[src/hdl/glpm_pkg.sv]
// shared constants for the grid line point membership block
package glpm_pkg;

    localparam int COORD_BITS_DEF = 8;

endpackage

[src/hdl/glpm_mul.sv]
// registered-product multiplier shared by the sequencer for k*l, a*(l+1), b*(k+1)
module glpm_mul #(
    parameter int COORD_BITS = glpm_pkg::COORD_BITS_DEF
) (
    input  logic                      i_clk,
    input  logic [COORD_BITS-1:0]     i_a,
    input  logic [COORD_BITS:0]       i_b,
    output logic [2*COORD_BITS-1:0]   o_p
);

    localparam int FW = 2 * COORD_BITS + 1;

    logic [FW-1:0] full_p;
    logic [2*COORD_BITS-1:0] r_p;

    // operands never push the product past 2*COORD_BITS bits
    assign full_p = FW'(i_a) * FW'(i_b);

    always_ff @(posedge i_clk) begin
        r_p <= full_p[2*COORD_BITS-1:0];
    end

    assign o_p = r_p;

endmodule

[src/hdl/grid_line_point_membership.sv]
// top level: sequencer that decides if a point lies on the walked grid line
// result: o_valid rises straight out of S_PREP when the answer follows from
//   the end points or the axis ranges, otherwise out of S_DEC after S_MT, S_MA, S_MB
// a new beat is taken only in S_IDLE; busy is high from accept until the result
//   cycle, and the one multiplier serves k*l, a*(l+1) and b*(k+1) in turn
// the receiver cannot stall: o_valid stands for exactly one cycle
// reset: synchronous active-low i_rst_n returns the sequencer to idle and clears o_valid
module grid_line_point_membership #(
    parameter int COORD_BITS = glpm_pkg::COORD_BITS_DEF
) (
    input  logic                  i_clk,
    input  logic                  i_rst_n,
    input  logic                  start,
    output logic                  busy,
    input  logic [COORD_BITS-1:0] i_start_x,
    input  logic [COORD_BITS-1:0] i_start_y,
    input  logic [COORD_BITS-1:0] i_end_x,
    input  logic [COORD_BITS-1:0] i_end_y,
    input  logic [COORD_BITS-1:0] i_query_x,
    input  logic [COORD_BITS-1:0] i_query_y,
    output logic                  o_valid,
    output logic                  o_on_line
);

    localparam int W  = COORD_BITS;
    localparam int PW = 2 * COORD_BITS;

    typedef enum logic [2:0] {
        S_IDLE,
        S_PREP,
        S_MT,
        S_MA,
        S_MB,
        S_DEC
    } t_state;

    t_state r_state;
    logic   r_valid;
    logic   r_on_line;

    logic [W-1:0]  r_sx, r_sy, r_ex, r_ey, r_qx, r_qy;
    logic [W-1:0]  r_k, r_l, r_a, r_b;
    logic [PW-1:0] r_lo, r_hi;

    logic          hit_end, degen, x_fwd, y_fwd, x_ok, y_ok;
    logic [W-1:0]  k_c, l_c, a_c, b_c, kl_max;
    logic [W-1:0]  mul_a;
    logic [W:0]    mul_b;
    logic [PW-1:0] prod;
    logic [PW-1:0] ma_hi;
    logic [PW-1:0] mb_ea, mb_lo, mb_hi;
    logic [PW-1:0] dec_eb, dec_lo, dec_hi;

    // end point and per-axis range checks, spans and offsets on the captured beat
    always_comb begin
        hit_end = (r_qx == r_sx && r_qy == r_sy) || (r_qx == r_ex && r_qy == r_ey);
        degen   = (r_sx == r_ex) && (r_sy == r_ey);
        k_c     = (r_ex >= r_sx) ? r_ex - r_sx : r_sx - r_ex;
        l_c     = (r_ey >= r_sy) ? r_ey - r_sy : r_sy - r_ey;
        x_fwd   = r_ex > r_sx;
        y_fwd   = r_ey > r_sy;
        a_c     = x_fwd ? r_qx - r_sx : r_sx - r_qx;
        b_c     = y_fwd ? r_qy - r_sy : r_sy - r_qy;
        if (k_c == '0) begin
            x_ok = r_qx == r_sx;
        end else if (x_fwd) begin
            x_ok = (r_qx >= r_sx) && (r_qx <= r_ex);
        end else begin
            x_ok = (r_qx <= r_sx) && (r_qx >= r_ex);
        end
        if (l_c == '0) begin
            y_ok = r_qy == r_sy;
        end else if (y_fwd) begin
            y_ok = (r_qy >= r_sy) && (r_qy <= r_ey);
        end else begin
            y_ok = (r_qy <= r_sy) && (r_qy >= r_ey);
        end
    end

    // operand select for the shared multiplier
    always_comb begin
        unique case (r_state)
            S_MA: begin
                mul_a = r_a;
                mul_b = {1'b0, r_l} + (W+1)'(1);
            end
            S_MB: begin
                mul_a = r_b;
                mul_b = {1'b0, r_k} + (W+1)'(1);
            end
            default: begin
                mul_a = r_k;
                mul_b = {1'b0, r_l};
            end
        endcase
    end

    glpm_mul #(
        .COORD_BITS(COORD_BITS)
    ) u_mul (
        .i_clk (i_clk),
        .i_a   (mul_a),
        .i_b   (mul_b),
        .o_p   (prod)
    );

    // window of walk iterations in which the query can be reached
    always_comb begin
        kl_max = (r_k > r_l) ? r_k : r_l;
        ma_hi  = prod + PW'(kl_max) - PW'(1);
        mb_ea  = prod + PW'(r_l);
        mb_lo  = r_lo;
        mb_hi  = r_hi;
        if (r_k != '0) begin
            if (prod > r_lo) begin
                mb_lo = prod;
            end
            if (mb_ea < r_hi) begin
                mb_hi = mb_ea;
            end
        end
        dec_eb = prod + PW'(r_k);
        dec_lo = r_lo;
        dec_hi = r_hi;
        if (r_l != '0) begin
            if (prod > r_lo) begin
                dec_lo = prod;
            end
            if (dec_eb < r_hi) begin
                dec_hi = dec_eb;
            end
        end
    end

    always_ff @(posedge i_clk) begin
        if (!i_rst_n) begin
            r_state   <= S_IDLE;
            r_valid   <= 1'b0;
            r_on_line <= 1'b0;
        end else begin
            unique case (r_state)
                S_IDLE: begin
                    r_valid <= 1'b0;
                    if (start) begin
                        r_sx    <= i_start_x;
                        r_sy    <= i_start_y;
                        r_ex    <= i_end_x;
                        r_ey    <= i_end_y;
                        r_qx    <= i_query_x;
                        r_qy    <= i_query_y;
                        r_state <= S_PREP;
                    end
                end
                S_PREP: begin
                    r_k <= k_c;
                    r_l <= l_c;
                    r_a <= a_c;
                    r_b <= b_c;
                    if (hit_end) begin
                        r_valid   <= 1'b1;
                        r_on_line <= 1'b1;
                        r_state   <= S_IDLE;
                    end else if (degen || !x_ok || !y_ok) begin
                        r_valid   <= 1'b1;
                        r_on_line <= 1'b0;
                        r_state   <= S_IDLE;
                    end else begin
                        r_valid <= 1'b0;
                        r_state <= S_MT;
                    end
                end
                S_MT: begin
                    r_valid <= 1'b0;
                    r_state <= S_MA;
                end
                S_MA: begin
                    // prod holds k*l here
                    r_valid <= 1'b0;
                    r_lo    <= PW'(1);
                    r_hi    <= ma_hi;
                    r_state <= S_MB;
                end
                S_MB: begin
                    r_valid <= 1'b0;
                    r_lo    <= mb_lo;
                    r_hi    <= mb_hi;
                    r_state <= S_DEC;
                end
                S_DEC: begin
                    r_valid   <= 1'b1;
                    r_on_line <= dec_lo <= dec_hi;
                    r_state   <= S_IDLE;
                end
                default: begin
                    r_valid <= 1'b0;
                    r_state <= S_IDLE;
                end
            endcase
        end
    end

    assign busy      = r_state != S_IDLE;
    assign o_valid   = r_valid;
    assign o_on_line = r_on_line;

    a_valid_not_busy: assert property (@(posedge i_clk) disable iff (!i_rst_n)
        o_valid |-> !busy)
        else $error("result beat while sequencer still busy");

    a_accept_busy: assert property (@(posedge i_clk) disable iff (!i_rst_n)
        (start && !busy) |=> busy)
        else $error("accepted beat did not start the sequencer");

    a_valid_after_work: assert property (@(posedge i_clk) disable iff (!i_rst_n)
        o_valid |-> $past(busy))
        else $error("result beat without preceding work");

    a_end_hit: assert property (@(posedge i_clk) disable iff (!i_rst_n)
        (r_state == S_PREP && hit_end) |=> (o_valid && o_on_line))
        else $error("end point query not reported on the line");

endmodule

[config.mk]
export PLATFORM = sky130hd
export DESIGN_NAME = grid_line_point_membership
export DESIGN_NICKNAME = d
export VERILOG_FILES = /design/src/hdl/glpm_pkg.sv /design/src/hdl/glpm_mul.sv /design/src/hdl/grid_line_point_membership.sv
export SDC_FILE = /design/constraint.sdc
export NUM_CORES = 1
export LEC_CHECK = 0
export BUFFER_PORTS_ARGS = -buffer_cell sky130_fd_sc_hd__buf_2
export CAP_MARGIN = 20
export CORE_MARGIN = 2
export CORE_UTILIZATION = 50
export CTS_BUF_LIST = sky130_fd_sc_hd__clkbuf_4 sky130_fd_sc_hd__clkbuf_8
export DETAILED_ROUTE_END_ITERATION = 8
export GPL_ROUTABILITY_DRIVEN = 0
export PLACE_DENSITY = 0.67
export SLEW_MARGIN = 20
export SYNTH_ARGS = -nofsm -noshare
export SYNTH_HDL_FRONTEND = slang
export SYNTH_SLANG_ARGS = --single-unit
[constraint.sdc]
create_clock -name i_clk -period 7.5 [get_ports i_clk]
set_clock_uncertainty 0.05 [all_clocks]
set_input_delay 1.5 -clock i_clk [delete_from_list [all_inputs] [get_ports i_clk]]
set_output_delay 1.5 -clock i_clk [all_outputs]
set_load 0.03 [all_outputs]
======== Word-level counts from Yosys, hierarchy flattened ========
Cells that the tools add are included.
W data, S select, Z words.
word-level totals
  register bits after elaboration ......... 133
  bits of input ports ..................... 51
  output and inout port bits .............. 3
  logic and storage cells ................. 118
cells by class
  add/sub/neg operators ................... 14
  multipliers ............................. 1
  order comparisons ....................... 17
  equality and inequality tests ........... 15
  mux-type cells .......................... 30
  reductions and logical operators ........ 25
operator list
  operator                 count
  $mux W16                 7
  $pmux W16 S2             2
  $sub A8 B8 Y8            8
  $add A16 B8 Y16          3
  $eq A8 B8 Y1             6
  $ge A8 B8 Y1             6
  $mux W8                  5
  $le A8 B8 Y1             4
  $lt A16 B16 Y1           2
  $gt A8 B8 Y1             3
  $add A8 B1 Y9 const B    2
  $pmux W9 S2              1
  $gt A16 B16 Y1           1
  $le A16 B16 Y1           1
  $logic_not A8 Y1         2
  $mul A8 B9 Y16           1
  $pmux W8 S2              1
  $reduce_bool A8 Y1       2
  $sub A16 B1 Y16 const B  1
  $pmux W3 S5              1
  $mux W1                  8
  $logic_and A1 B1 Y1      7
  $eq A3 B2 Y1 const B     2
  $eq A3 B3 Y1 const B     2
  14 further kinds         24

======== Logic depth before layout (Yosys ltp) ========
Gate-level depths: netlist of run 1.
  depth after elaboration ................. 10
  mapped depth ............................ 30
  gate-level depth less buffers ........... 29

======== Cells and area by module ========
From an unflattened synthesis of run 1, not the netlist that was laid out.
second synthesis, totals
  cell total of the unflattened synthesis .. 1504
  area total of the unflattened synthesis .. 14089.8 sq um
by module, submodules not included
  module                      instances  cells an instance  area an instance (sq um)  seq. area each (sq um)
  grid_line_point_membership  1          1210               11442.2                   3463.3
  glpm_mul                    1          294                2647.5                    320.3

======== Least setup slack after synthesis of run 1 ========
Ideal clock, no wire load.
  kind .................................... register to register
  start ................................... register r_state[2]
  end ..................................... register u_mul.r_p[13] (netlist: u_mul.o_p[13])
  library setup time ...................... 0.118 ns
  data arrival time ....................... 5.852 ns
  required time ........................... 7.332 ns
  path slack .............................. 1.480 ns
  cell stages (with the launch flop) ...... 25
  path buffers ............................ 2
  period minus slack after synthesis ...... 6.020 ns
  cells stage by stage .................... dfxtp_1 > buf_2 > inv_1 > nor3_2 > buf_2 > a31oi_1 > nor4b_1 > nand2_1 > xnor2_1 > a21oi_1 > nor2b_1 > fa_1 > fa_1 > inv_1 > fa_1 > inv_1 > fa_1 > ha_1 > o21ai_0 > nand2b_1 > a21o_1 > a21oi_1 > o21ai_0 > or2_2 > xor2_1
between the ends
  word-level cells in the longest chain between the ends .. 3
  elaborated cells on any way between the ends .. 5
  those cells by class .................... 1 x mul; 2 x eq/ne; 2 x mux
RTL lines
  element                                       line                               text
  start, declared                               grid_line_point_membership.sv:37   t_state r_state;
  start signal, assigned                        grid_line_point_membership.sv:137  r_state <= S_IDLE;
  start signal, assigned                        grid_line_point_membership.sv:151  r_state <= S_PREP;
  start signal, assigned                        grid_line_point_membership.sv:162  r_state <= S_IDLE;
  $eq A3 B3 Y1 or $eq A3 B2 Y1 (tied branches)  grid_line_point_membership.sv:82   unique case (r_state)
  $pmux W8 S2 or $pmux W9 S2 (tied branches)    grid_line_point_membership.sv:82
  $mul A8 B9 Y16 *                              glpm_mul.sv:17                     assign full_p = FW'(i_a) * FW'(i_b);
  via u_mul.full_p[13]                          glpm_mul.sv:13                     logic [FW-1:0] full_p;
  end signal, assigned                          glpm_mul.sv:20                     r_p <= full_p[2*COORD_BITS-1:0];
  end, declared                                 glpm_mul.sv:14                     logic [2*COORD_BITS-1:0] r_p;
Mark *: on every way through the listed nets, which the timed path passes. The rest lies on a longest branch.
A chain may end at the register's enable or synchronous reset.

======== Worst setup path after layout of run 1 ========
  start ................................... register r_state[2]
  end ..................................... register u_mul.r_p[15] (netlist: u_mul.o_p[15])
Same word-level chain as after synthesis.

==> results of run 1 <==
kinds of logic after synthesis:
kind of cell    after synthesis  synth area share
xor+xnor                     86            0.0545
mux                          87            0.0642
simple gates                342             0.122
fa+ha+maj                   278             0.280
buf+inv                     228            0.0640
flops                       133             0.274
compound gates              293             0.142
state kept, by name (all words and copies together), names as in the netlist:
signal	count
o_on_line	1
o_valid	1
r_a	8
r_b	8
r_ex	8
r_ey	8
r_hi	16
r_k	8
r_l	8
r_lo	16
r_qx	8
r_qy	8
r_state	3
r_sx	8
r_sy	8
u_mul.o_p	16
metal layers:
metal | vias to the layer above | global-route usage | part of all wire
met1 | 4974 | 0.288 | 0.45
met5 | - | 0 | 0
met3 | 53 | 0.0286 | 0.041
met2 | 306 | 0.400 | 0.49
met4 | 0 | 0.0595 | 0.020
li1 | 5214 | - | -
placed cells by master, fill, tap and decap left out, types with 10 or more instances in the layout:
cell type and count:
ha_1 226, inv_1 203, nor2_1 134, edfxtp_1 112, a21oi_1 86, mux2i_1 74
xnor2_1 61, nand2_1 55, buf_2 53, fa_1 52, a21o_1 46, o21ai_0 32
nor2b_1 27, nand2b_1 27, xor2_1 25, nand4_1 22, dfxtp_1 21, clkbuf_8 17
nand3_1 16, o21a_1 15, o211ai_1 15, nor3_1 15, buf_4 14, mux2_2 13
o21bai_1 11, a211oi_1 10
tightest hold or removal path, delay by kind of cell (launching register included):
| kind | cells | cell delay (ps) |
|---|---|---|
| DFF | 1 | 320 |
| muxes | 1 | 60 |
| and+or+nand+nor | 1 | 50 |
worst paths after layout:
path	slack, ps	to	depth (start not counted)	from
worst max-delay path	480	u_mul.o_p[15]	24	r_state[2]
worst min-delay path	430	o_on_line	2	o_on_line
worst max register to register	480	u_mul.o_p[15]	24	r_state[2]
worst min register to register	430	o_on_line	2	o_on_line
metrics by stage:
stage,power (mW),area (µm²),instances
2_1_floorplan,2.74,13800,1447
3_3_place_gp,3.23,14500,1830
3_5_place_dp,3.27,14500,1830
4_1_cts,3.87,14900,1862
5_1_grt,4.19,14900,1862
6_report,3.87,14900,1862
power breakdown:
part / internal, mW / switching (mW) / leakage (nW)
clock: 0.268 / 0.326 / 0.176
sequential: 0.914 / 0.107 / 1.22
combinational: 1.03 / 1.22 / 5.61
timing repair:
action,in CTS,in global routing
setup endpoints to repair,0,2
gates resized for setup,0,1
hold buffers,0,0
Yosys cell counts, drive strengths merged, types with 21 or more instances:
cell	number
dfxtp	21
a21o	46
nor2	135
xnor2	61
nand2b	27
fa	52
nor2b	28
o21ai	41
mux2i	74
a21oi	88
ha	226
inv	203
nand2	55
edfxtp	112
nand4	23
xor2	25
final cells by class:
| type | count | area [µm²] |
|---|---|---|
| tap | 341 | 427 |
| inverter | 203 | 762 |
| timing repair buffer | 67 | 370 |
| sequential | 133 | 3780 |
| clock inverter | 14 | 131 |
| multi-input combinational | 1086 | 9190 |
| clock buffer | 18 | 241 |
| fill | 2382 | 12100 |
==> flow_metrics.env, run 1 <==
export IMPL_syn_inst=1447
export IMPL_grt_max_degree=49
export IMPL_drt_iter0_drc=680
export IMPL_nets=1837
export IMPL_relSlewSlack=0.279
export IMPL_start_util=0.511
export IMPL_synth_edf_count=112
export IMPL_max_cap_violations=0
export IMPL_crit_family="adder cells"
export IMPL_power_density_nw_per_um2=260
export IMPL_num_rows=60
export IMPL_die_area_um2=29000
export IMPL_synth_top_cell_area_share=0.244
export IMPL_syn_area_um2=13800
export IMPL_die_x_um=170
export IMPL_criticalPathCategory="reg -> reg"
export IMPL_vias=10500
export IMPL_grt_ovfl_total=0
export IMPL_yosysWarnings=0
export IMPL_clk_latency_ps=470
export IMPL_tightest_slew_ps=1070
export IMPL_crit_chain="inv_1, nor3_4, nand2_1, nand2_1, ha_1, nor4b_2, nand2_1, xnor2_1, a21oi_1, nor2b_1, fa_1, fa_1, inv_1, fa_1, inv_1, fa_1, ha_1, o21ai_0, nand2b_1, a21o_1, a21oi_1, o21ai_0, o41ai_1, xnor2_1"
export IMPL_final_hold_violation_count=0
export IMPL_ant_nets=0
export IMPL_antenna_found_initial=0
export IMPL_status="complete, no violations"
export IMPL_synth_cell_types=67
export IMPL_grtUsageTotal=0.225
export IMPL_ys_seq_elements=133
export IMPL_via_per_inst=5.66
export IMPL_clk_pin_slew_ps=80
export IMPL_grt_pass1_vias=10300
export IMPL_dp_hpwl_mm=26.0
export IMPL_period_share=0.935
export IMPL_final_util=0.552
export IMPL_start_kind="flip-flop"
export IMPL_syn_nets=1776
export IMPL_antenna_cells=0
export IMPL_cts_tree="done"
export IMPL_drive_gt1_frac=0.0894
export IMPL_critPathMaxStageDelay_ps=570
export IMPL_crit_path_max_fanout=12
export IMPL_power_leakage_nw=7.01
export IMPL_grt_pass1_wl_mm=51.6
export IMPL_setup_slack_ps=485
export IMPL_yosys_top_cells_area="edfxtp_1 (24%), ha_1 (20%), fa_1 (7.5%)"
export IMPL_dr_pass1_iters=5
export IMPL_area_delta_synth_final_pct=7.96
export IMPL_ir_drop_mv=0.132
export IMPL_synthFlopType="edfxtp_1"
export IMPL_slew_violations=0
export IMPL_die_h_um=170
export IMPL_required_ps=7830
export IMPL_path_common_cell="fa_1"
export IMPL_end_kind="flip-flop"
export IMPL_numCtsBuffers=17
export IMPL_htreeDepth=4
export IMPL_io_buffer_count=53
export IMPL_worst_hold_path_type="reg -> reg"
export IMPL_synth_async_reset_ratio=0
export IMPL_cts_setup_buffers=0
export IMPL_synth_area_leader_cell="edfxtp_1"
export IMPL_crit_buf_inv=3
export IMPL_io_pins=54
export IMPL_cts_root_buf="clkbuf_8"
export IMPL_wirelength_mm=32.1
export IMPL_coreArea_um2=27000
export IMPL_finalSetupViolations=0
export IMPL_cts_buffer_depth=2
export IMPL_yosysSeqAreaShare=0.274
export IMPL_slowest_stage="a21oi_1"
export IMPL_dp_slack_ps=352
export IMPL_hold_slack_ps=429
export IMPL_syn_area_per_cell_um2=9.54
export IMPL_drc=0
export IMPL_fmax_mhz=143
export IMPL_tns_ps=0
export IMPL_critPathArrivalTime_ps=7340
export IMPL_rsz0062_at_grt="false"
export IMPL_wire_per_inst_um=17.3
export IMPL_clock_sinks=133
export IMPL_period_needed_ps=7020
Power figures use the tool's default switching activity.
==> inputs of run 2 (changes only) <==
--- a/config.mk
+++ b/config.mk
@@ -16,4 +16,5 @@
 export SLEW_MARGIN = 20
 export SYNTH_ARGS = -nofsm -noshare
 export SYNTH_HDL_FRONTEND = slang
+export SYNTH_HIERARCHICAL = 1
 export SYNTH_SLANG_ARGS = --single-unit
==> run 2 against run 1 <==
- worst hold slack better by 60 ps
- clock power up 5.2%
- non-clock buffer count shrank 2
- highest routed layer unchanged
- combinational power hardly changed
- final cell count rose by 4.4%
- largest power group unchanged
- critical path type unchanged
- sequential share of layout area decreased by 0.47 points
- sequential cell count unchanged
- count of clock-buffer cells in the layout down 1
- critical path depth shrank 3
- wire length is 0.61% lower
- maximum frequency up 8.0%
- via count grew 0.91%
==> flow_metrics.env, run 2 <==
export IMPL_reg2reg_slack_ps=1000
export IMPL_fmax_mhz=154
export IMPL_synth_edf_count=112
export IMPL_cts_setup_buffers=0
export IMPL_yosysWarnings=6
export IMPL_synth_adder_area_share=0.275
export IMPL_io_buffer_count=53
export IMPL_grt_pass1_vias=10600
export IMPL_met1_usage=0.277
export IMPL_drive_gt1_frac=0.0862
export IMPL_busiest_layer="met2"
export IMPL_period_share=0.866
export IMPL_cts_tree="done"
export IMPL_finalSetupViolations=0
export IMPL_synth_area_leader_cell="edfxtp_1"
export IMPL_clk_pin_slew_ps=90
export IMPL_max_cap_violations=0
export IMPL_start_util=0.507
export IMPL_relSlewSlack=0.473
export IMPL_required_ps=7790
export IMPL_synth_xor_area_frac=0.0566
export IMPL_start_kind="flip-flop"
export IMPL_vias=10600
export IMPL_syn_inst=1504
export IMPL_seq_area_um2=3780
export IMPL_numCtsBuffers=17
export IMPL_period_needed_ps=6500
export IMPL_yosys_top_cells_area="edfxtp_1 (24%), ha_1 (20%), fa_1 (7.4%)"
export IMPL_clk_latency_ps=470
export IMPL_use_met2=0.405
export IMPL_via_per_inst=5.47
export IMPL_cts_hold_buf=0
export IMPL_wirelength_mm=31.9
export IMPL_stdcell_area_um2=15200
export IMPL_power_leakage_nw=7.08
export IMPL_io_pins=54
export IMPL_die_h_um=172
export IMPL_wire_per_inst_um=16.4
export IMPL_synth_top_family_by_area="adder cells"
export IMPL_dp_hpwl_mm=25.9
export IMPL_synth_async_reset_ratio=0
export IMPL_grt_use_met3=0.0272
export IMPL_power_density_nw_per_um2=255
export IMPL_drt_iter0_drc=568
export IMPL_multi_input_area_um2=9390
export IMPL_synthSimpleGateAreaFrac=0.145
export IMPL_die_area_um2=29500
export IMPL_filler_cell_count=2523
export IMPL_grt_ovfl_total=0
export IMPL_synth_compound_area_frac=0.133
export IMPL_grt_max_degree=51
export IMPL_ant_nets=0
export IMPL_end_kind="flip-flop"
export IMPL_synthMuxAreaShare=0.0555
export IMPL_tns_ps=0
export IMPL_synthFlopType="edfxtp_1"
export IMPL_slew_violations=0
export IMPL_tightest_slew_ps=786
export IMPL_report_power_total_mw=3.87
export IMPL_syn_area_per_cell_um2=9.37
export IMPL_syn_area_um2=14100
export IMPL_status="complete, no violations"
export IMPL_mostFrequentLayoutCell="ha_1"
export IMPL_clock_sinks=133
export IMPL_cts_root_buf="clkbuf_8"
export IMPL_dr_pass1_iters=4
export IMPL_antenna_found_initial=0
export IMPL_area_delta_synth_final_pct=7.82
export IMPL_rsz0062_at_grt="false"
export IMPL_synth_cell_types=80
export IMPL_most_common_layout_cells="ha_1 (226), inv_1 (212), edfxtp_1 (112)"
export IMPL_criticalPathCategory="reg -> reg"
export IMPL_cts_buffer_depth=2
export IMPL_grtUsageTotal=0.225
export IMPL_nets=1882
export IMPL_ir_drop_mv=0.105
export IMPL_worst_hold_path_type="reg -> reg"
export IMPL_htreeDepth=4
export IMPL_cts_resized=0
export IMPL_num_rows=61
export IMPL_yosysMostFrequentCell="ha_1"
export IMPL_crit_path_max_fanout=11
export IMPL_post_dp_cell_area_um2=14800
export IMPL_die_x_um=172
export IMPL_syn_nets=1833
export IMPL_yosysSeqAreaShare=0.269
export IMPL_drc=0
export IMPL_final_hold_violation_count=0
export IMPL_critPathArrivalTime_ps=6780
export IMPL_grt_pass1_wl_mm=52.6
export IMPL_coreArea_um2=27800
export IMPL_ys_seq_elements=133
export IMPL_antenna_cells=0
export IMPL_synth_top_cell_area_share=0.239
export IMPL_yosys_top_cells_count="ha_1 (226), inv_1 (212), edfxtp_1 (112), nand2_1 (100), nor2_1 (86)"
## run 2: worst paths after layout
| kind | start | endpoint | cells after the start |
|---|---|---|---|
| max | r_state[2] | u_mul/o_p[15] | 21 |
| max reg2reg | r_state[2] | u_mul/o_p[15] | 21 |
| min reg2reg | o_on_line | o_on_line | 2 |
| min | o_on_line | o_on_line | 2 |
## run 2: through the flow
step | instances | worst slack (ps) | utilization | hold slack [ps]
CTS | 1944 | 1050 | 0.547 | 495
detailed placement | 1912 | 1040 | 0.532 | 479
global route | 1944 | 419 | 0.547 | 512
finish | 1944 | 1000 | 0.547 | 488
global placement | 1912 | 1190 | 0.532 | 453
floorplan | 1504 | 1660 | - | 492
## run 2: cell type report
cell class,instances,area share
flip-flops and latches,133,0.249
clock inverters,15,0.0107
multi-input cells,1124,0.618
inverters,212,0.0524
repair buffers,65,0.0234
clock buffers,17,0.0154
well taps,378,0.0311
## run 2: kinds of logic (layout without fill, tap and decap cells)
group | count (synthesis) | after routing
simple gates | 399 | 399
buf+inv | 247 | 309
flops | 133 | 133
compound gates | 282 | 282
fa+ha+maj | 278 | 278
xor+xnor | 91 | 91
mux | 74 | 74
## run 2: critical path, stage by stage, from the launching register on
cell and delay, ps:
dfxtp_1 520, or3b_2 520, mux2i_1 170, nor3_1 370, a21boi_0 430, nand2_1 160, nor2_1 150, xnor2_1 80
a21oi_1 450, and2_1 230, fa_1 440, fa_1 470, fa_1 540, inv_1 60, fa_1 530, inv_1 40
ha_1 380, a21oi_1 200, nand2_1 70, o21ai_0 260, o21ai_1 130, xnor2_1 130
## run 2: where the power goes
group	switching (mW)	internal [mW]	total (mW)	leakage [nW]
clock network	0.348	0.277	0.625	0.196
registers	0.0968	0.915	1.01	1.21
logic	1.23	1.00	2.23	5.68
## run 2: layer usage
| metal | vias up | share of wire |
|---|---|---|
| met5 | - | 0 |
| met3 | 65 | 0.033 |
| li1 | 5345 | - |
| met4 | 0 | 0.027 |
| met1 | 5006 | 0.44 |
| met2 | 227 | 0.50 |
==> inputs of run 3 (changes only) <==
--- a/config.mk
+++ b/config.mk
@@ -5,14 +5,13 @@
 export SDC_FILE = /design/constraint.sdc
 export NUM_CORES = 1
 export LEC_CHECK = 0
-export BUFFER_PORTS_ARGS = -buffer_cell sky130_fd_sc_hd__buf_2
 export CAP_MARGIN = 20
 export CORE_MARGIN = 2
 export CORE_UTILIZATION = 50
 export CTS_BUF_LIST = sky130_fd_sc_hd__clkbuf_4 sky130_fd_sc_hd__clkbuf_8
 export DETAILED_ROUTE_END_ITERATION = 8
+export DONT_BUFFER_PORTS = 1
 export GPL_ROUTABILITY_DRIVEN = 0
-export PLACE_DENSITY = 0.67
 export SLEW_MARGIN = 20
 export SYNTH_ARGS = -nofsm -noshare
 export SYNTH_HDL_FRONTEND = slang
==> run 3 against run 2 <==
- register-to-register slack worse by 210 ps
- count of clock-buffer cells in the layout did not move
- critical path type unchanged
- global-route usage is 0.56 points higher
- maximum frequency shrank 3.1%
- core utilization fell by 1.1 points
- sequential cell count unchanged
- largest cell class unchanged
- power decreased by 1.5%
- critical endpoint unchanged
- combinational power about the same
- clock power fell by 8.8%
==> flow_metrics.env, run 3 (synthesis gave the netlist of run 2 again) <==
export IMPL_num_rows=61
export IMPL_slew_violations=0
export IMPL_reg2reg_slack_ps=800
export IMPL_relSlewSlack=0.422
export IMPL_tns_ps=0
export IMPL_report_power_total_mw=3.81
export IMPL_coreArea_um2=27800
export IMPL_period_share=0.894
export IMPL_grt_pass1_wl_mm=53.0
export IMPL_crit_family="adder cells"
export IMPL_rr_startpoint="r_state[2]"
export IMPL_nets=1830
export IMPL_via_per_inst=5.49
export IMPL_cts_root_buf="clkbuf_8"
export IMPL_power_density_nw_per_um2=256
export IMPL_status="complete, no violations"
export IMPL_cts_resized=0
export IMPL_numCtsBuffers=17
export IMPL_mostFrequentLayoutCell="ha_1"
export IMPL_dp_hpwl_mm=26.5
export IMPL_crit_reg2reg_capture="u_mul/o_p[15]"
export IMPL_io_buffer_count=0
export IMPL_period_needed_ps=6700
export IMPL_clk_pin_slew_ps=90
export IMPL_vias=10400
export IMPL_layoutNonFillerInstCount=1892
export IMPL_holdPathEnd="r_lo[14]"
export IMPL_reg2reg_depth=21
export IMPL_critPathMaxStageDelay_ps=620
export IMPL_die_h_um=172
export IMPL_wire_per_inst_um=17.4
export IMPL_hold_slack_ps=533
export IMPL_cts_tree="done"
export IMPL_htreeDepth=4
export IMPL_cts_hold_buf=0
export IMPL_tightest_slew_ps=855
export IMPL_final_hold_violation_count=0
export IMPL_antenna_found_initial=0
export IMPL_drc=0
export IMPL_crit_path_max_fanout=17
export IMPL_dr_pass1_iters=4
export IMPL_filler_cell_count=2617
export IMPL_start_util=0.507
export IMPL_cts_setup_buffers=0
export IMPL_grt_ovfl_total=0
export IMPL_drive_gt1_frac=0.0542
export IMPL_slowest_stage="nor3b_4"
export IMPL_criticalPathCategory="reg -> reg"
export IMPL_grt_pass1_vias=10400
export IMPL_worst_hold_path_type="reg -> reg"
export IMPL_required_ps=7790
export IMPL_antenna_cells=0
export IMPL_io_pins=54
export IMPL_holdPathStages=2
export IMPL_dp_cells=1860
export IMPL_die_area_um2=29500
export IMPL_finalSetupViolations=0
export IMPL_area_delta_synth_final_pct=5.68
export IMPL_die_x_um=172
export IMPL_wirelength_mm=32.9
export IMPL_crit_chain="nor3b_4, a21oi_1, nor3_1, a21boi_0, nand2_1, nor2_1, xnor2_1, a21oi_1, and2_1, fa_1, fa_1, fa_1, inv_1, fa_1, inv_1, ha_1, a21oi_1, nand2_1, o21ai_0, o21ai_1, xnor2_1"
export IMPL_grtUsageTotal=0.231
export IMPL_grt_max_degree=51
export IMPL_drt_iter0_drc=558
export IMPL_hp_start="r_lo[14]"
export IMPL_rsz0062_at_grt="false"
export IMPL_crit_buf_inv=2
export IMPL_clock_sinks=133
export IMPL_start_kind="flip-flop"
export IMPL_most_common_layout_cells="ha_1 (226), inv_1 (212), edfxtp_1 (112)"
export IMPL_ir_drop_mv=0.114
export IMPL_final_util=0.536
export IMPL_end_kind="flip-flop"
export IMPL_path_common_cell="fa_1"
export IMPL_clk_latency_ps=470
export IMPL_fmax_mhz=149
export IMPL_power_leakage_nw=6.84
export IMPL_cts_buffer_depth=2
export IMPL_max_cap_violations=0
export IMPL_critPathArrivalTime_ps=7000
export IMPL_ant_nets=0
-- run 3: changes by cell type in the layout (fill, tap and decap cells not counted), moves of 2 or more --
cell / previous run / this run
buf_2: 53 / 0
clkinvlp_4: 2 / 4
inv_6: 4 / 6
inv_8: 4 / 1
-- run 3: how the worst max path moves through the flow --
stage	depth (start not counted)	from	to	slack, ps
final	21	r_state[2]	u_mul/o_p[15]	800
after global routing	21	r_state[2]	u_mul/o_p[15]	170
after CTS	21	r_state[2]	u_mul/o_p[15]	810
after detailed placement	21	r_state[2]	u_mul/o_p[15]	840
after global placement	21	r_state[2]	u_mul/o_p[15]	1030
after floorplan	22	r_state[2]	u_mul/o_p[14]	1660
-- run 3: tightest hold or removal path, cell delays in order, from the launching register on --
cell and delay, ps:
edfxtp_1 350, nand3_1 70, o31ai_1 60
-- run 3: cell type report --
type                            count  area (µm²)  area share
Clock inverter                     15         119     0.00798
Sequential cell                   133        3780       0.254
Inverter                          212         796      0.0534
Timing Repair Buffer               13        97.6     0.00655
Multi-Input combinational cell   1124        9390       0.630
Clock buffer                       17         234      0.0157
Tap cell                          378         473      0.0318
-- run 3: per-stage QoR --
| stage | setup slack [ps] | area (µm²) |
|---|---|---|
| final | 797 | 14900 |
| after floorplan | 1660 | 14100 |
| after CTS | 807 | 14900 |
| after global routing | 168 | 14900 |
| after global placement | 1030 | 14500 |
| after detailed placement | 836 | 14500 |
-- run 3: where the power goes --
| group | switching, mW | leakage, nW | total [mW] | internal, mW |
|---|---|---|---|---|
| Clock | 0.335 | 0.167 | 0.570 | 0.235 |
| Combinational | 1.24 | 5.47 | 2.22 | 0.984 |
| Sequential | 0.103 | 1.21 | 1.02 | 0.915 |
-- run 3: metal layers --
layer / vias up / part of all wire / routed length [µm] / global-route usage
li1: 5229 / - / - / -
met1: 4916 / 0.45 / 14700 / 0.285
met2: 182 / 0.49 / 16200 / 0.415
met3: 51 / 0.032 / 1040 / 0.0320
met4: 0 / 0.027 / 884 / 0.0745
met5: - / 0 / 0 / 0
